**src/rtl/core/tpa_pkg.sv**
```systemverilog
// Package: shared types and constants of the triangle primitive assembler.
package tpa_pkg;

    localparam int COORD_BITS_DEF = 32;
    localparam int MAX_CORNERS    = 6;
    localparam int NUM_SLOTS      = 4;
    localparam int CNT_BITS       = $clog2(MAX_CORNERS + 1);
    localparam int SLOT_BITS      = $clog2(NUM_SLOTS);

    typedef enum logic [1:0] {
        MODE_LIST  = 2'd0,
        MODE_QUAD  = 2'd1,
        MODE_STRIP = 2'd2,
        MODE_FAN   = 2'd3
    } t_mode;

    // Corner source slots: three held vertices and the incoming one.
    typedef enum logic [SLOT_BITS-1:0] {
        SLOT_H0  = 2'd0,
        SLOT_H1  = 2'd1,
        SLOT_H2  = 2'd2,
        SLOT_NEW = 2'd3
    } t_slot;

    typedef struct packed {
        logic [CNT_BITS-1:0]                   count;
        logic [MAX_CORNERS-1:0][SLOT_BITS-1:0] sel;
    } t_batch_ctl;

endpackage

```
**src/rtl/core/tpa_if.sv**
```systemverilog
// Interfaces: vertex input channel and triangle corner output channel.
interface tpa_vtx_if #(
    parameter int COORD_BITS = tpa_pkg::COORD_BITS_DEF
);
    logic                  valid;
    logic                  ready;
    logic [1:0]            mode;
    logic                  start_req;
    logic [COORD_BITS-1:0] coord_x;
    logic [COORD_BITS-1:0] coord_y;
    logic [COORD_BITS-1:0] coord_z;

    modport source (output valid, mode, start_req, coord_x, coord_y, coord_z, input ready);
    modport sink   (input valid, mode, start_req, coord_x, coord_y, coord_z, output ready);
endinterface

interface tpa_tri_if #(
    parameter int COORD_BITS = tpa_pkg::COORD_BITS_DEF
);
    logic                  valid;
    logic                  ready;
    logic [COORD_BITS-1:0] out_x;
    logic [COORD_BITS-1:0] out_y;
    logic [COORD_BITS-1:0] out_z;
    logic [1:0]            corner;
    logic                  last_corner;

    modport source (output valid, out_x, out_y, out_z, corner, last_corner, input ready);
    modport sink   (input valid, out_x, out_y, out_z, corner, last_corner, output ready);
endinterface

```
**src/rtl/core/tpa_assembler.sv**
```systemverilog
// Run state and held vertices; picks the corner pattern for each vertex.
module tpa_assembler #(
    parameter int COORD_BITS = tpa_pkg::COORD_BITS_DEF
) (
    input  logic                                i_clk,
    input  logic                                i_rst_n,
    input  logic                                i_fire,
    input  logic [1:0]                          i_mode,
    input  logic                                i_start_req,
    input  logic [3*COORD_BITS-1:0]             i_vtx,
    output tpa_pkg::t_batch_ctl                 o_ctl,
    output logic [tpa_pkg::NUM_SLOTS-1:0][3*COORD_BITS-1:0] o_slots
);
    import tpa_pkg::*;

    localparam int VW = 3 * COORD_BITS;

    t_mode           r_mode, n_mode;
    logic [1:0]      r_pos, n_pos;
    logic            r_par, n_par;
    logic [VW-1:0]   r_held [3];
    logic [VW-1:0]   n_held [3];
    t_mode           eff_mode;
    logic [1:0]      eff_pos;
    logic            eff_par;

    always_comb begin
        eff_mode = i_start_req ? t_mode'(i_mode) : r_mode;
        eff_pos  = i_start_req ? 2'd0 : r_pos;
        eff_par  = i_start_req ? 1'b0 : r_par;
        n_mode   = eff_mode;
        n_pos    = eff_pos;
        n_par    = eff_par;
        n_held   = r_held;
        o_ctl.count = '0;
        o_ctl.sel   = '0;
        unique case (eff_mode)
            MODE_LIST: begin
                if (eff_pos >= 2'd2) begin
                    o_ctl.count = CNT_BITS'(3);
                    o_ctl.sel[0] = SLOT_H0;
                    o_ctl.sel[1] = SLOT_H1;
                    o_ctl.sel[2] = SLOT_NEW;
                    n_pos = 2'd0;
                end else begin
                    n_held[eff_pos] = i_vtx;
                    n_pos = eff_pos + 2'd1;
                end
            end
            MODE_QUAD: begin
                if (eff_pos == 2'd3) begin
                    o_ctl.count = CNT_BITS'(6);
                    o_ctl.sel[0] = SLOT_H0;
                    o_ctl.sel[1] = SLOT_H1;
                    o_ctl.sel[2] = SLOT_H2;
                    o_ctl.sel[3] = SLOT_H2;
                    o_ctl.sel[4] = SLOT_NEW;
                    o_ctl.sel[5] = SLOT_H0;
                    n_pos = 2'd0;
                end else begin
                    n_held[eff_pos] = i_vtx;
                    n_pos = eff_pos + 2'd1;
                end
            end
            MODE_STRIP: begin
                if (eff_pos >= 2'd2) begin
                    o_ctl.count = CNT_BITS'(3);
                    o_ctl.sel[0] = SLOT_H0;
                    o_ctl.sel[1] = eff_par ? SLOT_H1 : SLOT_NEW;
                    o_ctl.sel[2] = eff_par ? SLOT_NEW : SLOT_H1;
                    n_par = ~eff_par;
                    n_held[0] = r_held[1];
                    n_held[1] = i_vtx;
                end else begin
                    n_held[eff_pos] = i_vtx;
                    n_pos = eff_pos + 2'd1;
                end
            end
            MODE_FAN: begin
                if (eff_pos >= 2'd2) begin
                    o_ctl.count = CNT_BITS'(3);
                    o_ctl.sel[0] = SLOT_H0;
                    o_ctl.sel[1] = SLOT_H1;
                    o_ctl.sel[2] = SLOT_NEW;
                    n_held[1] = i_vtx;
                end else begin
                    n_held[eff_pos] = i_vtx;
                    n_pos = eff_pos + 2'd1;
                end
            end
            default: ;
        endcase
    end

    always_comb begin
        o_slots[SLOT_H0]  = r_held[0];
        o_slots[SLOT_H1]  = r_held[1];
        o_slots[SLOT_H2]  = r_held[2];
        o_slots[SLOT_NEW] = i_vtx;
    end

    always_ff @(posedge i_clk) begin
        if (!i_rst_n) begin
            r_mode <= MODE_LIST;
            r_pos  <= 2'd0;
            r_par  <= 1'b0;
        end else if (i_fire) begin
            r_mode <= n_mode;
            r_pos  <= n_pos;
            r_par  <= n_par;
        end
    end

    always_ff @(posedge i_clk) begin
        if (i_fire) begin
            r_held <= n_held;
        end
    end

endmodule

```
**src/rtl/core/tpa_emitter.sv**
```systemverilog
// Corner batch register and output register; sends one corner per cycle while o_tri.ready is high.
module tpa_emitter #(
    parameter int COORD_BITS = tpa_pkg::COORD_BITS_DEF
) (
    input  logic                                i_clk,
    input  logic                                i_rst_n,
    input  logic                                i_load_valid,
    output logic                                o_load_ready,
    input  tpa_pkg::t_batch_ctl                 i_ctl,
    input  logic [tpa_pkg::NUM_SLOTS-1:0][3*COORD_BITS-1:0] i_slots,
    tpa_tri_if.source                           o_tri
);
    import tpa_pkg::*;

    localparam int VW = 3 * COORD_BITS;

    logic                              r_busy;
    logic [CNT_BITS-1:0]               r_idx;
    t_batch_ctl                        r_ctl;
    logic [NUM_SLOTS-1:0][VW-1:0]      r_slots;
    logic                              r_ov;
    logic [VW-1:0]                     r_ovtx;
    logic [1:0]                        r_corner;
    logic                              out_free;
    logic                              emit;
    logic                              last;
    logic                              load;
    logic [VW-1:0]                     sel_vtx;
    logic [1:0]                        corner;

    assign out_free     = !r_ov || o_tri.ready;
    assign emit         = r_busy && out_free;
    assign last         = (r_idx == r_ctl.count - CNT_BITS'(1));
    assign o_load_ready = !r_busy || (emit && last);
    assign load         = i_load_valid && o_load_ready;
    assign sel_vtx      = r_slots[r_ctl.sel[r_idx]];
    assign corner       = (r_idx >= CNT_BITS'(3)) ? 2'(r_idx - CNT_BITS'(3)) : 2'(r_idx);

    always_ff @(posedge i_clk) begin
        if (!i_rst_n) begin
            r_busy <= 1'b0;
            r_idx  <= '0;
            r_ov   <= 1'b0;
        end else begin
            if (load) begin
                r_busy <= (i_ctl.count != '0);
                r_idx  <= '0;
            end else if (emit) begin
                if (last) begin
                    r_busy <= 1'b0;
                end
                r_idx <= r_idx + CNT_BITS'(1);
            end
            if (out_free) begin
                r_ov <= emit;
            end
        end
    end

    always_ff @(posedge i_clk) begin
        if (load) begin
            r_ctl   <= i_ctl;
            r_slots <= i_slots;
        end
        if (emit) begin
            r_ovtx   <= sel_vtx;
            r_corner <= corner;
        end
    end

    assign o_tri.valid       = r_ov;
    assign o_tri.out_x       = r_ovtx[COORD_BITS-1:0];
    assign o_tri.out_y       = r_ovtx[2*COORD_BITS-1:COORD_BITS];
    assign o_tri.out_z       = r_ovtx[3*COORD_BITS-1:2*COORD_BITS];
    assign o_tri.corner      = r_corner;
    assign o_tri.last_corner = (r_corner == 2'd2);

endmodule

```
**src/rtl/core/triangle_primitive_assembler.sv**
```systemverilog
// Top level of the triangle primitive assembler: input register, assembler, emitter.
//
// i_vtx takes one vertex per item: three coordinate words, a mode and a start
// flag that opens a new run (list, quads, strip or fan) and drops held vertices.
// o_tri gives triangle corners, one per item, corners 0 to 2, last_corner on 2.
// Both channels move an item when valid and ready are high at a clock edge.
// After acceptance, a vertex that closes a triangle moves from the input
// register into the batch register, and its first corner then into the
// output register. A vertex that completes nothing loads an empty batch;
// one that emits a triangle loads three corners and a quad's fourth vertex
// six, sent by the single output register one corner per cycle while
// o_tri.ready is high. The next vertex is accepted while the last
// corner of the current batch waits in the output register.
// When o_tri.ready is low the output register holds its corner, the batch and
// input registers fill, and i_vtx.ready drops; nothing is lost.
// Synchronous reset i_rst_n empties all stages and starts a triangle list run.
module triangle_primitive_assembler #(
    parameter int COORD_BITS = tpa_pkg::COORD_BITS_DEF
) (
    input  logic      i_clk,
    input  logic      i_rst_n,
    tpa_vtx_if.sink   i_vtx,
    tpa_tri_if.source o_tri
);
    import tpa_pkg::*;

    localparam int VW = 3 * COORD_BITS;

    logic                         r_iv;
    logic [1:0]                   r_mode;
    logic                         r_start;
    logic [VW-1:0]                r_vtx;
    logic                         load_ready;
    logic                         fire;
    logic                         in_take;
    t_batch_ctl                   ctl;
    logic [NUM_SLOTS-1:0][VW-1:0] slots;

    assign fire        = r_iv && load_ready;
    assign i_vtx.ready = !r_iv || load_ready;
    assign in_take     = i_vtx.valid && i_vtx.ready;

    always_ff @(posedge i_clk) begin
        if (!i_rst_n) begin
            r_iv <= 1'b0;
        end else if (i_vtx.ready) begin
            r_iv <= i_vtx.valid;
        end
    end

    always_ff @(posedge i_clk) begin
        if (in_take) begin
            r_mode  <= i_vtx.mode;
            r_start <= i_vtx.start_req;
            r_vtx   <= {i_vtx.coord_z, i_vtx.coord_y, i_vtx.coord_x};
        end
    end

    tpa_assembler #(.COORD_BITS(COORD_BITS)) u_assembler (
        .i_clk       (i_clk),
        .i_rst_n     (i_rst_n),
        .i_fire      (fire),
        .i_mode      (r_mode),
        .i_start_req (r_start),
        .i_vtx       (r_vtx),
        .o_ctl       (ctl),
        .o_slots     (slots)
    );

    tpa_emitter #(.COORD_BITS(COORD_BITS)) u_emitter (
        .i_clk        (i_clk),
        .i_rst_n      (i_rst_n),
        .i_load_valid (r_iv),
        .o_load_ready (load_ready),
        .i_ctl        (ctl),
        .i_slots      (slots),
        .o_tri        (o_tri)
    );

endmodule

```
**src/flat_wrapper.sv**
```systemverilog
// flat-port wrapper written by rule: the top's interface ports become plain ports
module triangle_primitive_assembler_flat import tpa_pkg::*;
#(
    parameter int COORD_BITS = tpa_pkg::COORD_BITS_DEF
)
  (i_clk, i_rst_n, i_vtx_valid, i_vtx_mode, i_vtx_start_req, i_vtx_coord_x, i_vtx_coord_y, i_vtx_coord_z, i_vtx_ready, o_tri_valid, o_tri_out_x, o_tri_out_y, o_tri_out_z, o_tri_corner, o_tri_last_corner, o_tri_ready);
  tpa_vtx_if #(.COORD_BITS(COORD_BITS)) i_vtx_i ();
  tpa_tri_if #(.COORD_BITS(COORD_BITS)) o_tri_i ();
  input  logic i_clk;
  input  logic i_rst_n;
  input wire logic [$bits(i_vtx_i.valid)-1:0] i_vtx_valid;
  input wire logic [$bits(i_vtx_i.mode)-1:0] i_vtx_mode;
  input wire logic [$bits(i_vtx_i.start_req)-1:0] i_vtx_start_req;
  input wire logic [$bits(i_vtx_i.coord_x)-1:0] i_vtx_coord_x;
  input wire logic [$bits(i_vtx_i.coord_y)-1:0] i_vtx_coord_y;
  input wire logic [$bits(i_vtx_i.coord_z)-1:0] i_vtx_coord_z;
  output wire logic [$bits(i_vtx_i.ready)-1:0] i_vtx_ready;
  output wire logic [$bits(o_tri_i.valid)-1:0] o_tri_valid;
  output wire logic [$bits(o_tri_i.out_x)-1:0] o_tri_out_x;
  output wire logic [$bits(o_tri_i.out_y)-1:0] o_tri_out_y;
  output wire logic [$bits(o_tri_i.out_z)-1:0] o_tri_out_z;
  output wire logic [$bits(o_tri_i.corner)-1:0] o_tri_corner;
  output wire logic [$bits(o_tri_i.last_corner)-1:0] o_tri_last_corner;
  input wire logic [$bits(o_tri_i.ready)-1:0] o_tri_ready;
  assign i_vtx_i.valid = i_vtx_valid;
  assign i_vtx_i.mode = i_vtx_mode;
  assign i_vtx_i.start_req = i_vtx_start_req;
  assign i_vtx_i.coord_x = i_vtx_coord_x;
  assign i_vtx_i.coord_y = i_vtx_coord_y;
  assign i_vtx_i.coord_z = i_vtx_coord_z;
  assign i_vtx_ready = i_vtx_i.ready;
  assign o_tri_valid = o_tri_i.valid;
  assign o_tri_out_x = o_tri_i.out_x;
  assign o_tri_out_y = o_tri_i.out_y;
  assign o_tri_out_z = o_tri_i.out_z;
  assign o_tri_corner = o_tri_i.corner;
  assign o_tri_last_corner = o_tri_i.last_corner;
  assign o_tri_i.ready = o_tri_ready;
  triangle_primitive_assembler #(.COORD_BITS(COORD_BITS)) u_core (.i_clk(i_clk), .i_rst_n(i_rst_n), .i_vtx(i_vtx_i), .o_tri(o_tri_i));
endmodule
```
**config.mk**
```make
export PLATFORM = sky130hd
export DESIGN_NAME = triangle_primitive_assembler_flat
export DESIGN_NICKNAME = d
export VERILOG_FILES = /design/src/rtl/core/tpa_pkg.sv /design/src/rtl/core/tpa_if.sv /design/src/rtl/core/tpa_assembler.sv /design/src/rtl/core/tpa_emitter.sv /design/src/rtl/core/triangle_primitive_assembler.sv /design/src/flat_wrapper.sv
export SDC_FILE = /design/constraint.sdc
export NUM_CORES = 1
export LEC_CHECK = 0
export BUFFER_PORTS_ARGS = -buffer_cell sky130_fd_sc_hd__buf_2
export CELL_PAD_IN_SITES_DETAIL_PLACEMENT = 1
export CELL_PAD_IN_SITES_GLOBAL_PLACEMENT = 1
export CORE_UTILIZATION = 56
export DETAILED_ROUTE_END_ITERATION = 8
export PLACE_DENSITY = 0.89
export RECOVER_POWER = 100
export SYNTH_ARGS = -nofsm -noshare
export SYNTH_HDL_FRONTEND = slang
export SYNTH_SLANG_ARGS = --single-unit
```
**constraint.sdc**
```tcl
create_clock -name i_clk -period 34 [get_ports i_clk]
set_clock_uncertainty 0.1 [all_clocks]
set_input_delay 1.7 -clock i_clk [delete_from_list [all_inputs] [get_ports i_clk]]
set_output_delay 1.7 -clock i_clk [all_outputs]
set_load 0.005 [all_outputs]
```
# After elaboration in Yosys (flattened, before gate mapping)
# Index checks and enable logic that the tools add are counted.
[totals] input_bits=103 reg_bits=895 elab_cells=105
[classes] n_eq_ne=9 n_reduce_logical=22 muxes=35 order_cmp=6 n_addsub=4 bitwise=3
[op_table] cell="$pmux W288 S4" n=1
[op_table] cell="$mux W288" n=2
[op_table] cell="$mux W96" n=5
[op_table] cell="$bwmux W288" n=1
[op_table] cell="$bmux W96 S2" n=1
[op_table] cell="$demux W96 S2" n=1
[op_table] cell="$mux W192" n=1
[op_table] cell="$mux W2" n=10
[op_table] cell="$pmux W6 S3" n=1
[op_table] cell="$mux W15" n=1
[op_table] cell="$mux W6" n=2
[op_table] cell="$eq A2 B2 Y1 const B" n=4
[op_table] cell="$bmux W2 S3" n=1
[op_table] cell="$mux W1" n=6
[op_table] cell="$ne A2 B2 Y1 const B" n=3
[op_table] cell="$pmux W2 S3" n=1
[op_table] cell="$pmux W3 S2" n=1
[op_table] cell="$reduce_or A2 Y1" n=3
[op_table] cell="$logic_and A1 B1 Y1" n=5
[op_table] cell="$lt A3 B4 Y1 const B" n=1
[op_table] cell="$reduce_and A4 Y1" n=1
[op_table] cell="$reduce_bool A2 Y1" n=2
[op_table] cell="$add A3 B1 Y3 const B" n=1
[op_table] cell="$eq A3 B3 Y1" n=1
[op_table] cell="18 further kinds" n=23

# Depth between registers and ports, before layout
# Gate-level depths: netlist (run 1).
[logic_depth] ltp_word=9 depth_mapped=10 mapped_depth_nobuf=7

# By module
# A second synthesis (run 1) with hierarchy kept.
[unflattened] cells_unflattened=2196 hier_area_um2=35701.7
[by_module_without_submodules] mod="tpa_emitter" cells_each=1087 area_per_inst_um2=18121.1 instances=1 seq_area_each_um2=15024.4
[by_module_without_submodules] mod="tpa_assembler" cells_each=1004 area_per_inst_um2=14542.7 instances=1 seq_area_each_um2=8748.4
[by_module_without_submodules] mod="triangle_primitive_assembler" cells_each=105 area_per_inst_um2=3037.9 instances=1 seq_area_each_um2=2992.9

# Least setup slack after synthesis (run 1)
# OpenSTA, ideal clock, no wires.
[synth_path] path_type="input to register" from="in o_tri_ready" to="reg u_core.u_assembler.r_held (netlist bit u_core.u_assembler.o_slots[100]) (enable)" setup_ns=1.028 arrival_ns=16.216 cell_stages=4 slack_ns=16.656 path_cell_list="nand2b_1 > and3_1 > a31oi_4 > a211oi_1"
[synth_between] elab_chain_len=6
[synth_lines] item="start, declared" line="flat_wrapper.sv:24" rtl="input wire logic [$bits(o_tri_i.ready)-1:0] o_tri_ready;"
[synth_lines] item="$logic_or A1 B1 Y1" line="tpa_emitter.sv:31" rtl="assign out_free = !r_ov || o_tri.ready;"
[synth_lines] item="$logic_and A1 B1 Y1" line="tpa_emitter.sv:32" rtl="assign emit = r_busy && out_free;"
[synth_lines] item="$logic_and A1 B1 Y1" line="tpa_emitter.sv:34" rtl="assign o_load_ready = !r_busy || (emit && last);"
[synth_lines] item="$logic_or A1 B1 Y1" line="tpa_emitter.sv:34"
[synth_lines] item="$logic_and A1 B1 Y1" line="triangle_primitive_assembler.sv:39" rtl="assign fire = r_iv && load_ready;"
[synth_lines] item="$reduce_and A3 Y1 (no source line)"
[synth_lines] item="end signal, assigned" line="tpa_assembler.sv:116" rtl="r_held <= n_held;"
[synth_lines] item="end, declared" line="tpa_assembler.sv:21" rtl="logic [VW-1:0] r_held [3];"
# No other way between the ends.
# A chain may end at the register's enable or synchronous reset.

# Worst setup path in the final report (run 1)
[layout_path] from="reg u_core.u_emitter.r_idx[1]" to="reg u_core.u_emitter.r_ovtx[34] (data pin)"
[layout_between] elab_chain_len=4
[layout_lines] item="start, declared" line="tpa_emitter.sv:18" rtl="logic [CNT_BITS-1:0] r_idx;"
[layout_lines] item="start signal, assigned" line="tpa_emitter.sv:52" rtl="r_idx <= r_idx + CNT_BITS'(1);"
[layout_lines] item="$bmux W2 S3" line="tpa_emitter.sv:36" rtl="assign sel_vtx = r_slots[r_ctl.sel[r_idx]];"
[layout_lines] item="$mux W2 (not written as such)" line="tpa_emitter.sv:36"
[layout_lines] item="$bmux W96 S2" line="tpa_emitter.sv:36"
[layout_lines] item="$mux W96 (not written as such)" line="tpa_emitter.sv:36"
[layout_lines] item="named net u_core.u_emitter.sel_vtx[34]" line="tpa_emitter.sv:28" rtl="logic [VW-1:0] sel_vtx;"
[layout_lines] item="end signal, assigned" line="tpa_emitter.sv:66" rtl="r_ovtx <= sel_vtx;"
[layout_lines] item="end, declared" line="tpa_emitter.sv:22" rtl="logic [VW-1:0] r_ovtx;"
# The timed path passes the listed nets, and every way through them passes these cells. The select of a mux whose other input is x is not followed.

==> key figures, run 1 <==
Hold path
  – Hold Startpoint: u_core.u_assembler.o_slots[232]
  – Min-Delay Path Class: flop to flop

Synthesis
  – Post-synthesis register bit count: 888
  – Cells taking the most area after synthesis: edfxtp_1 (75%), mux2_2 (6.2%), mux2i_1 (5.5%), a221oi_2 (4.0%), nor3_1 (1.4%)
  – Yosys warnings: 0
  – Register area share after synthesis: 75.50%
  – Number of synthesized flops with an enable pin: 877
  – Cell taking the most area after synthesis: edfxtp_1
  – Synthesized instance count: 1980
  – Post-synth cell types: 46
  – Synth Area per Inst: 17.76 sq um
  – Most used DFF post-synth: edfxtp_1
  – Synth Net Count: 2097
  – Synth async-reset ratio: 0%
  – Share of the synthesized area in the top cell type: 74.87%
  – Synthesized area: 35170 sq um

Clock tree
  – Clock-pin transition on the worst setup and hold timing paths: 0.06 ns
  – H-tree levels: 3
  – CTS Buf Count: 88
  – # clock sinks: 888
  – Post-CTS Resized: 0
  – CTS root buf: clkbuf_16
  – Worst skew pair latency: 0.65 ns
  – Hold buffers post-CTS: 0
  – CTS tree: done
  – Postcts setup bufs: 0
  – Max Root-Sink Buffers: 3

Setup path
  – Reg2reg start: u_core.u_emitter.r_idx[1]
  – Reg2reg end: u_core.u_emitter.r_ovtx[34]
  – Path depth of the worst reg2reg path: 7
  – Critical path endpoint category: flop
  – Critical Path Sink: u_core.u_emitter.r_ovtx[34]
  – R2R setup slack: 19.84 ns
  – CP Data Required Time: 34.12 ns
  – Critical Path AT: 14.29 ns
  – Crit. Startpoint: u_core.u_emitter.r_idx[1]
  – Startpoint Class: flop
  – CP Class: flop to flop
  – Crit-path max FO: 142

Timing
  – Final Max Tran Viols: 1448
  – Final min period: 14.16 ns
  – Slew @ Worst Pin: 9.529 ns
  – Worst hold slack: 0.3414 ns
  – Highest clock rate: 0.07061 GHz
  – RSZ-0062 raised after global routing: false
  – Finish-stage setup viols: 0
  – Hold Vio Cnt, Final: 0
  – Max-slew headroom: -535.3%
  – Period utilisation layout: 41.66%
  – Worst Slack Setup Final: 19.84 ns
  – TNS Setup: 0 ns

Cells and area
  – Ant. Diodes: 0
  – Area occupied by multi-input gates: 7071 sq um
  – Number of fill cells: 5515
  – Design area: 38750 sq um
  – Fraction of layout cells with a size suffix above 1: 17.24%
  – Non-filler instance count after layout: 3088
  – Sequential cell area: 26560 sq um
  – Layout area overhead: 10.18%
  – Core Util, Final: 62.68%
  – Fin nets: 2300

Global route
  – Largest net degree at the start of global routing: 182
  – Tot GR Track Use: 28.57%
  – First-pass GRT wire length: 133.8 mm
  – Grt total ovfl: 0
  – Vias in the first global route: 20.65k
  – Initial antenna violation count: 1

Floorplan
  – Row count: 91
  – Initial Util: 56.89%
  – Die Area: 63810 sq um
  – IO Pins: 204
  – Die span in y: 252.6 um
  – Core area: 61830 sq um
  – Die extent in x: 252.6 um

Power and ir drop
  – Power Dens Cells: 60.57 nW/um^2
  – Max rail drop VDD: 0.04969 mV
  – Final Power: 2.347 mW
  – Leakage: 14.19 nW

Drt
  – Via density: 6.185
  – Via count: 19.10k
  – Post-DRT Antenna Nets: 0
  – Routed WL per cell: 29.40 um
  – DRT iter0 DRCs: 1541
  – Final wirelength: 90.79 mm
  – DRC viols: 0
  – Pre-Repair DR Iteration Count: 8

Placed design
  – Dpl hpwl: 47.50 mm
  – Post-Place Cells: 2930
  – IO Port Bufs: 203
  – Pre-CTS WS: 28.47 ns
  – RD Place Congestion: 0.7842
  – Placed cell area: 36940 sq um

Status
  – Status: finished, violations left
  – Failing checks: max-capacitance violations, max-slew violations

Job
  – Max Cap Viol: 20
cell usage in the layout, fill, tap and decap left out, types with 2 or more instances in the layout:
cell,Yosys,final
mux2i_1,195,195
clkinv_1,2,21
dfxtp_1,11,11
and3_1,3,3
ha_1,14,14
a221oi_2,94,4
xnor2_1,5,5
a31oi_1,1,2
nand2b_1,4,4
a21oi_1,5,5
clkbuf_16,0,88
nand2_1,105,105
clkinvlp_4,0,2
a2111oi_0,2,2
mux2_2,194,159
edfxtp_1,877,877
bufinv_16,0,5
nor4bb_1,2,2
nor2b_1,5,5
buf_4,9,5
inv_6,0,3
mux2_1,0,36
clkbuf_1,49,147
clkinv_2,0,17
nor2_1,8,7
inv_16,0,2
inv_1,109,109
a221oi_1,2,92
a311oi_1,3,3
o21ai_0,80,102
a211oi_1,4,4
buf_2,42,91
nor3_1,101,101
synthesized netlist by cell type, types with 14 or more instances:
| master | number |
|---|---|
| a221oi_2 | 94 |
| edfxtp_1 | 877 |
| buf_2 | 42 |
| mux2_2 | 194 |
| o21ai_1 | 23 |
| ha_1 | 14 |
| nand2_1 | 105 |
| inv_1 | 109 |
| clkbuf_1 | 49 |
| o21ai_0 | 80 |
| mux2i_1 | 195 |
| nor3_1 | 101 |
registers in the layout, summed over array words and instances, names as in the netlist:
name	cells
u_core.u_emitter.o_tri.valid	1
u_core.r_mode	2
u_core.u_assembler.r_pos	2
u_core.u_assembler.r_mode	2
u_core.u_emitter.r_ovtx	96
u_core.u_emitter.r_busy	1
u_core.u_emitter.r_ctl	8
u_core.u_emitter.r_idx	3
u_core.u_emitter.o_tri.corner	2
u_core.r_start	1
u_core.u_assembler.r_par	1
u_core.u_assembler.o_slots	288
u_core.r_vtx	96
u_core.r_iv	1
u_core.u_emitter.r_slots	384
worst max-delay path, cell delays in order (launching register included):
cell and delay (ns):
dfxtp_1 0.55, mux2_1 0.41, a211oi_4 0.20, clkbuf_1 6.65, a21boi_0 0.50, clkbuf_1 2.26, clkbuf_1 2.46, a221oi_1 0.56
final cells by class:
cell class              count  area share, %
clock inverters            50          1.053
clock buffers             108          5.876
flip-flops and latches    888          68.52
repair buffers            224          2.512
well taps                 837          2.702
multi-input cells         869          18.24
inverters                 112          1.088
where the power goes:
| group | leakage, nW | internal (mW) | total, mW | switching [mW] |
|---|---|---|---|---|
| combinational | 4.55 | 0.0407 | 0.108 | 0.0669 |
| sequential | 8.32 | 1.28 | 1.31 | 0.0304 |
| clock | 1.32 | 0.516 | 0.934 | 0.418 |
| total | 14.2 | 1.83 | 2.35 | 0.515 |
kinds of logic after synthesis:
logic type	count (synthesis)	synth area share [%]
buffers and inverters	223	2.839
xor gates and xnor gates	5	0.1245
AOI/OAI and AO/OA	223	6.104
DFF	888	75.50
muxes	390	11.80
and+or+nand+nor	237	3.130
adders and majority gates	14	0.4980
metal layers:
| layer | track usage, % | share of wire, % | wire, um |
|---|---|---|---|
| met5 | 0 | 0.014 | 13 |
| met1 | 34.77 | 38 | 34420 |
| met2 | 51.44 | 53 | 48160 |
| met3 | 4.119 | 5.3 | 4792 |
| met4 | 10.74 | 3.7 | 3404 |
worst min-delay path by stage:
stage                                         end  slack, ns  cells past startpoint
floorplan           u_core.u_emitter.r_slots[192]       0.32                      0
global placement    u_core.u_emitter.r_slots[197]       0.33                      0
finish              u_core.u_emitter.r_slots[232]       0.34                      0
detailed placement  u_core.u_emitter.r_slots[232]       0.33                      0
CTS                 u_core.u_emitter.r_slots[230]       0.34                      0
global route         u_core.u_emitter.r_slots[11]       0.36                      0
Power figures use the tool's default switching activity.
==> run 2, diff against run 1 <==
--- a/config.mk
+++ b/config.mk
@@ -5,12 +5,13 @@
 export SDC_FILE = /design/constraint.sdc
 export NUM_CORES = 1
 export LEC_CHECK = 0
+export ABC_AREA = 1
 export BUFFER_PORTS_ARGS = -buffer_cell sky130_fd_sc_hd__buf_2
 export CELL_PAD_IN_SITES_DETAIL_PLACEMENT = 1
 export CELL_PAD_IN_SITES_GLOBAL_PLACEMENT = 1
-export CORE_UTILIZATION = 56
+export CORE_UTILIZATION = 45
 export DETAILED_ROUTE_END_ITERATION = 8
-export PLACE_DENSITY = 0.89
+export PLACE_DENSITY = 0.8
 export RECOVER_POWER = 100
 export SYNTH_ARGS = -nofsm -noshare
 export SYNTH_HDL_FRONTEND = slang
==> constraint.sdc (replaced) <==
create_clock -name i_clk -period 12 [get_ports i_clk]
set_clock_uncertainty 0.1 [all_clocks]
set_input_delay 0.6 -clock i_clk [delete_from_list [all_inputs] [get_ports i_clk]]
set_output_delay 0.6 -clock i_clk [all_outputs]
set_load 0.005 [all_outputs]
==> run 2 against run 1 <==
The run still ends with max-capacitance violations, max-slew violations left. Non-clock buffer count is 38 higher. Clock power grew to 3.2 times the previous value. Synthesized cell count is 37% higher. Maximum frequency is 72% higher. Critical path type unchanged. Largest cell class unchanged.
==> key figures, run 2 <==
Status
  – Status: finished, violations left
  – Failing checks: max-capacitance violations, max-slew violations

Synthesis
  – Largest family of logic cells by synthesized area: simple AND/OR/NAND/NOR gates
  – Synth async-reset ratio: 0% (unchanged)
  – Post-synthesis compound-gate area fraction: 7.620% (+1.5 points)
  – Post-synth cell types: 31 (-33%)
  – Post-synth top cells: edfxtp_1 (877), nand2_1 (732), inv_1 (273)
  – Synth Area in XOR/XNOR: 0.04923% (-0.075 points)
  – Post-synthesis simple-gate area fraction: 9.593% (+6.5 points)
  – Cells taking the most area after synthesis: edfxtp_1 (74%), nand2_1 (7.7%), o21ai_0 (3.0%), inv_1 (2.9%), o32ai_1 (2.4%)
  – Synth Net Count: 2826 (+35%)
  – Register area share after synthesis: 74.63% (-0.87 points)
  – Yosys warnings: 0 (unchanged)
  – Number of synthesized flops with an enable pin: 877 (unchanged)
  – Synthesized instance count: 2709 (+37%)
  – Synth Area in Adders: 0.4923% (-0.0057 points)
  – Multiplexer share of the synthesized area: 2.511% (-9.3 points)
  – Post-synthesis register bit count: 888 (unchanged)
  – Top-count cell post-synth: edfxtp_1
  – Cell taking the most area after synthesis: edfxtp_1
  – Synth Area per Inst: 13.13 sq um (-26%)
  – Synthesized area: 35580 sq um (+1.2%)
  – Most used DFF post-synth: edfxtp_1
  – Share of the synthesized area in the top cell type: 74.01% (-0.86 points)

Timing
  – Highest clock rate: 0.1216 GHz (+72%)
  – Slew @ Worst Pin: 5.107 ns (-4.422 ns)
  – Finish-stage setup viols: 0 (unchanged)
  – Final Max Tran Viols: 880 (-39%)
  – Final min period: 8.225 ns (-5.938 ns)
  – Hold Vio Cnt, Final: 0 (unchanged)
  – TNS Setup: 0 ns (unchanged)
  – RSZ-0062 raised after global routing: false
  – Worst Slack Setup Final: 3.775 ns (-16.06 ns)
  – Period utilisation layout: 68.54% (+27 points)
  – Max-slew headroom: -240.5% (+290 points)

Floorplan
  – IO Pins: 204 (unchanged)
  – Die span in y: 283.2 um (+12%)
  – Die extent in x: 283.2 um (+12%)
  – Row count: 102 (+12%)
  – Initial Util: 45.71% (-11 points)
  – Core area: 77850 sq um (+26%)
  – Die Area: 80200 sq um (+26%)

Drt
  – Met2 Wirelength: 49.24 mm (+2.2%)
  – Sum of routed wire segments on met1: 37.47 mm (+8.9%)
  – Met3 wire len: 4.482 mm (-6.5%)
  – Pre-Repair DR Iteration Count: 5 (-3)
  – Final wirelength: 93.98 mm (+3.5%)
  – Routed WL per cell: 23.33 um (-21%)
  – DRT iter0 DRCs: 1851 (+20%)
  – Post-DRT Antenna Nets: 0 (unchanged)
  – Top routing layer in use: met4
  – DRC viols: 0 (unchanged)
  – Via count: 22.40k (+17%)
  – Via density: 5.560 (-10%)

Clock tree
  – CTS Buf Count: 94 (+6.8%)
  – CTS root buf: clkbuf_16
  – Worst skew pair latency: 0.66 ns (about the same)
  – Hold buffers post-CTS: 39 (+39)
  – H-tree levels: 3 (unchanged)
  – # clock sinks: 888 (unchanged)
  – Post-CTS Resized: 0 (unchanged)
  – Max Root-Sink Buffers: 3 (unchanged)
  – Clock-pin transition on the worst setup and hold timing paths: 0.06 ns (about the same)
  – CTS tree: done
  – Postcts setup bufs: 0 (unchanged)

Setup path
  – CP max stage delay: 3.64 ns (-3.01 ns)
  – Crit-path max FO: 90 (-37%)
  – Critical path endpoint category: flop
  – Startpoint Class: flop
  – Critical Path AT: 8.31 ns (-5.98 ns)
  – Worst path cell trace: nor2_1, clkinvlp_2, clkbuf_1, ha_4, buf_4, nand2_1, o21ai_0, o32ai_1
  – Buf/Inv on CP: 3 (unchanged)
  – CP Data Required Time: 12.09 ns (-22.03 ns)
  – CP Class: flop to flop
  – Cell at the slowest stage of the critical path: clkbuf_1
  – Top delay family on crit path: buffers and inverters

Cells and area
  – Fin nets: 3025 (+32%)
  – Layout area overhead: 14.69%
  – Commonest non-fill, non-tap cell in the layout: edfxtp_1
  – Sequential cell area: 26560 sq um (unchanged)
  – Max reg flops: 384 (unchanged)
  – Most frequent cells in the layout: edfxtp_1 (877), nand2_1 (731), inv_1 (271)
  – Fraction of layout cells with a size suffix above 1: 11.31% (-5.9 points)
  – Number of fill cells: 7877 (+43%)
  – Area occupied by multi-input gates: 7262 sq um (+2.7%)
  – Reg with most FFs: u_core.u_emitter.r_slots
  – Design area: 40810 sq um (+5.3%)
  – Ant. Diodes: 0 (unchanged)

Power and ir drop
  – Pint: 5.473 mW (+200%)
  – Power share of the clock group: 42.3% (+2.5 points)
  – Power Dens Cells: 172.8 nW/um^2 (+190%)
  – Logic pwr share: 5.3% (+0.7 points)
  – Sw Share: 22.39% (+0.44 points)
  – Final Power: 7.052 mW (+200%)
  – Leakage: 15.48 nW (+9.1%)
  – Register share of total power: 52.4% (-3.2 points)
  – Max rail drop VDD: 0.1915 mV (+290%)
  – Psw: 1.579 mW (+210%)

Placed design
  – Pre-CTS WS: 7.346 ns (-21.13 ns)
  – Dpl hpwl: 51.90 mm (+9.3%)
  – Placed cell area: 37410 sq um (+1.3%)
  – RD Place Congestion: 0.7817 (-0.32%)
  – IO Port Bufs: 203 (unchanged)

Global route
  – Vias in the first global route: 24.73k (+20%)
  – Initial antenna violation count: 3 (+2)
  – Tot GR Track Use: 23.20% (-5.4 points)
  – Grt total ovfl: 0 (unchanged)
  – First-pass GRT wire length: 143.8 mm (+7.4%)
  – Largest net degree at the start of global routing: 189 (+3.8%)

Job
  – Max Cap Viol: 12 (-40%)

Hold path
  – Min-Delay Path Class: input port to flop
==> run 2: cell types whose count changed after synthesis, sizes merged, moves of 40 or more <==
| cell | delta |
|---|---|
| nand3 | +105 |
| mux2i | -153 |
| o32ai | +96 |
| nand2 | +629 |
| mux2 | -153 |
| inv | +169 |
| a221oi | -96 |
| nor3 | -99 |
| buf | +40 |
| o211ai | +95 |
| o21ai | +108 |
==> run 2: final timing paths <==
| kind | startpoint | to | slack [ns] | depth (start not counted) |
|---|---|---|---|---|
| hold reg to reg | u_core.u_assembler.o_slots[12] | u_core.u_emitter.r_slots[12] | 0.34 | 0 |
| setup / recovery | u_core.r_start | u_core.u_assembler.o_slots[54] | 3.77 | 8 |
| hold / removal | i_vtx_coord_z[8] | u_core.r_vtx[72] | 0.03 | 1 |
| setup reg to reg | u_core.r_start | u_core.u_assembler.o_slots[54] | 3.77 | 8 |
==> run 2: cells by family (layout without fill, tap and decap cells) <==
| logic type | after synthesis | count (layout) |
|---|---|---|
| AO/OA/AOI/OAI | 419 | 419 |
| flip-flops | 888 | 888 |
| buffers and inverters | 438 | 717 |
| AND/OR/NAND/NOR | 864 | 864 |
| multiplexers | 84 | 84 |
| XOR/XNOR | 2 | 2 |
| adder cells (fa/ha/maj) | 14 | 14 |
==> run 2: layout make-up <==
type                       instances  share of cell area, %
multi-input combinational       1383                  17.79
sequential                       888                  65.07
clock buffer                     123                  6.334
inverter                         279                  2.603
timing repair buffer             262                  3.547
clock inverter                    53                  1.459
tap                             1040                  3.189
==> run 2: power groups by stage <==
stage,combinational [mW],sequential (mW),clock [mW]
finish,0.372,3.69,2.99
global route,0.406,3.71,3.13
CTS,0.376,3.68,3.03
detailed placement,0.359,3.74,0
global placement,0.330,3.73,0
floorplan,0.231,3.74,0
==> run 2: worst reg2reg max path: stages (launching register included) <==
cell,delay (ns)
edfxtp_1,0.41
nor2_1,0.16
clkinvlp_2,0.78
clkbuf_1,3.64
ha_4,1.19
buf_4,1.00
nand2_1,0.15
o21ai_0,0.17
o32ai_1,0.17
==> run 2: routing by layer <==
layer / track usage, % / vias to the layer above
li1: - / 10020
met1: 28.24 / 11490
met2: 42.16 / 709
met3: 3.124 / 184
met4: 7.892 / 0
met5: 0 / -
==> run 2: stage by stage <==
step	instances	utilization [%]	hold WS [ns]
5_1_grt	4028	52.42	0.004917
2_1_floorplan	2709	-	0.3204
3_5_place_dp	3813	48.06	0.3299
3_3_place_gp	3813	48.06	0.3277
4_1_cts	4028	52.64	0.0002490
6_report	4028	52.42	0.03137
==> run 3, diff against run 2 <==
--- a/config.mk
+++ b/config.mk
@@ -9,9 +9,9 @@
 export BUFFER_PORTS_ARGS = -buffer_cell sky130_fd_sc_hd__buf_2
 export CELL_PAD_IN_SITES_DETAIL_PLACEMENT = 1
 export CELL_PAD_IN_SITES_GLOBAL_PLACEMENT = 1
-export CORE_UTILIZATION = 45
+export CORE_UTILIZATION = 50
 export DETAILED_ROUTE_END_ITERATION = 8
-export PLACE_DENSITY = 0.8
+export PLACE_DENSITY = 0.84
 export RECOVER_POWER = 100
 export SYNTH_ARGS = -nofsm -noshare
 export SYNTH_HDL_FRONTEND = slang
==> constraint.sdc (replaced) <==
create_clock -name i_clk -period 7.57 [get_ports i_clk]
set_clock_uncertainty 0.1 [all_clocks]
set_input_delay 0.3785 -clock i_clk [delete_from_list [all_inputs] [get_ports i_clk]]
set_output_delay 0.3785 -clock i_clk [all_outputs]
set_load 0.005 [all_outputs]
==> run 3 against run 2 <==
The flow still finishes with violations (max-capacitance violations, max-slew violations). Utilization up 6.1 points. Combinational power rose by 76%. Sequential cell count unchanged. Maximum frequency grew 35%. Die area shrank 9.9%. Via count grew 6.4%. Critical path type unchanged. Wire length rose by 12%. Setup slack got worse by 2.3 ns. Sequential power increased by 59%.
==> key figures, run 3 (same netlist as run 2, synthesis figures left out) <==
Status
  – Status: finished, violations left
  – Failing checks: max-capacitance violations, max-slew violations

Hold path
  – Min-Delay Path Class: input port to flop
  – Hold Crit Depth: 2 (+1)
  – Worst Hold End: u_core.r_vtx[91]
  – Hold Startpoint: i_vtx_coord_z[27]

Timing
  – RSZ-0062 raised after global routing: false
  – Hold Vio Cnt, Final: 0 (unchanged)
  – Finish-stage setup viols: 0 (unchanged)
  – Slew @ Worst Pin: 3.753 ns (-1.354 ns)
  – Final min period: 6.101 ns (-2.124 ns)
  – Worst Slack Setup Final: 1.469 ns (-2.306 ns)
  – TNS Setup: 0 ns (unchanged)
  – Period utilisation layout: 80.59% (+12 points)
  – Max-slew headroom: -150.2% (+90 points)
  – Highest clock rate: 0.1639 GHz (+35%)
  – Final Max Tran Viols: 796 (-9.5%)
  – Worst hold slack: 0.3203 ns (+0.2889 ns)

Clock tree
  – Max Root-Sink Buffers: 3 (unchanged)
  – H-tree levels: 3 (unchanged)
  – Hold buffers post-CTS: 103 (+160%)
  – CTS Buf Count: 91 (-3.2%)
  – # clock sinks: 888 (unchanged)
  – Postcts setup bufs: 0 (unchanged)
  – Worst skew pair latency: 0.66 ns (about the same)
  – Post-CTS Resized: 0 (unchanged)
  – Clock-pin transition on the worst setup and hold timing paths: 0.06 ns (about the same)
  – CTS root buf: clkbuf_16
  – CTS tree: done

Global route
  – Tot GR Track Use: 29.19% (+6.0 points)
  – Vias in the first global route: 25.56k (+3.4%)
  – Grt total ovfl: 0 (unchanged)
  – Largest net degree at the start of global routing: 200 (+5.8%)
  – First-pass GRT wire length: 157.2 mm (+9.3%)
  – Initial antenna violation count: 1 (-2)

Cells and area
  – Fraction of layout cells with a size suffix above 1: 9.258% (-2.1 points)
  – Ant. Diodes: 0 (unchanged)
  – Layout area overhead: 15.51%
  – Core Util, Final: 58.49% (+6.1 points)
  – Commonest non-fill, non-tap cell in the layout: edfxtp_1
  – Number of fill cells: 6857 (-13%)
  – Fin nets: 3089 (+2.1%)
  – Most frequent cells in the layout: edfxtp_1 (877), nand2_1 (731), inv_1 (271)
  – Reg with most FFs: u_core.u_emitter.r_slots
  – Max reg flops: 384 (unchanged)

Floorplan
  – Die span in y: 268.8 um (-5.1%)
  – Row count: 97 (-4.9%)
  – Die Area: 72230 sq um (-9.9%)
  – Die extent in x: 268.8 um (-5.1%)
  – IO Pins: 204 (unchanged)
  – Initial Util: 50.63% (+4.9 points)
  – Core area: 70270 sq um (-9.7%)

Drt
  – Pre-Repair DR Iteration Count: 5 (unchanged)
  – Final wirelength: 105.7 mm (+12%)
  – Routed WL per cell: 26.52 um (+14%)
  – Via count: 23.82k (+6.4%)
  – DRT iter0 DRCs: 2511 (+36%)
  – DRC viols: 0 (unchanged)
  – Post-DRT Antenna Nets: 0 (unchanged)
  – Via density: 5.976 (+7.5%)

Power and ir drop
  – Power Dens Cells: 270.5 nW/um^2 (+57%)
  – Leakage: 15.55 nW (+0.48%)
  – Max rail drop VDD: 0.1969 mV (+2.8%)

Setup path
  – CP Class: flop to flop
  – Buf/Inv on CP: 4 (+1)
  – Top delay family on crit path: buffers and inverters
  – Path depth of the worst reg2reg path: 10 (+2)
  – Startpoint Class: flop
  – Critical path endpoint category: flop
  – Reg2reg start: u_core.r_start
  – CP Data Required Time: 7.75 ns (-4.34 ns)
  – Worst path cell trace: inv_1, or2_2, o21ai_0, inv_1, ha_1, nand2_1, nand2_1, nor3_4, clkbuf_1, buf_4
  – R2R setup slack: 1.47 ns (-2.31 ns)
  – Critical Path AT: 6.28 ns (-2.03 ns)
  – CP max stage delay: 2.41 ns (-1.23 ns)
  – Cell at the slowest stage of the critical path: clkbuf_1
  – Crit-path max FO: 52 (-42%)
  – Reg2reg end: u_core.u_assembler.o_slots[5]

Placed design
  – Dpl hpwl: 53.39 mm (+2.9%)
  – Pre-CTS WS: 2.882 ns (-4.464 ns)
  – IO Port Bufs: 203 (unchanged)
  – RD Place Congestion: 0.7948 (+1.7%)

Job
  – Max Cap Viol: 13 (+1)
==> run 3: cell types whose count changed in the layout (fill, tap and decap cells not counted), moves of 13 or more <==
cell           change
dlygate4sd3_1     +64
clkinv_1          +13
buf_2             -44
clkbuf_1          +36
==> run 3: routing by layer <==
metal	global-route usage [%]	wire length (um)	vias to the layer above
li1	-	-	10130
met1	35.06	38760	12150
met2	52.00	55090	1246
met3	4.530	7230	296
met4	12.67	4614	0
met5	0	0	-
==> run 3: power by group <==
part	switching [mW]	internal, mW	leakage [nW]
Sequential	0.142	5.72	8.32
Combinational	0.454	0.199	5.78
Clock	2.01	2.59	1.45
==> run 3: stage by stage <==
stage / std cells / power [mW] / area, sq um
after detailed placement: 3716 / 6.508 / 37320
after global routing: 3986 / 11.36 / 41100
after CTS: 3986 / 11.06 / 41320
after floorplan: 2709 / 6.279 / 35590
final: 3986 / 11.12 / 41100
after global placement: 3716 / 6.427 / 37320
==> run 3: cell type report <==
type	instances	area (sq um)	share of cell area (%)
Timing Repair Buffer	329	2076	5.050
Clock buffer	107	2369	5.763
Clock inverter	60	595.6	1.449
Multi-Input combinational cell	1383	7272	17.69
Inverter	279	1057	2.572
Tap cell	940	1176	2.862
Sequential cell	888	26560	64.61
==> run 3: worst max-delay path by stage <==
stage	from	end	slack, ns	cells after the start
final	u_core.r_start	u_core.u_assembler.o_slots[5]	1.47	10
after global routing	u_core.r_start	u_core.u_assembler.o_slots[5]	1.29	10
after CTS	u_core.r_start	u_core.u_assembler.o_slots[74]	2.76	7
after detailed placement	u_core.r_start	u_core.u_assembler.o_slots[151]	2.88	8
after global placement	u_core.r_start	u_core.u_assembler.o_slots[86]	3.14	7
after floorplan	u_core.u_emitter.r_ctl[12]	u_core.u_emitter.r_ctl[12]	0.008	7
==> run 3: worst register-to-register path, stage by stage, from the launching register on <==
cell and delay, ns:
edfxtp_1 0.44, inv_1 0.13, or2_2 0.30, o21ai_0 0.26, inv_1 0.17, ha_1 0.29
nand2_1 0.19, nand2_1 0.18, nor3_4 0.20, clkbuf_1 2.41, buf_4 1.00
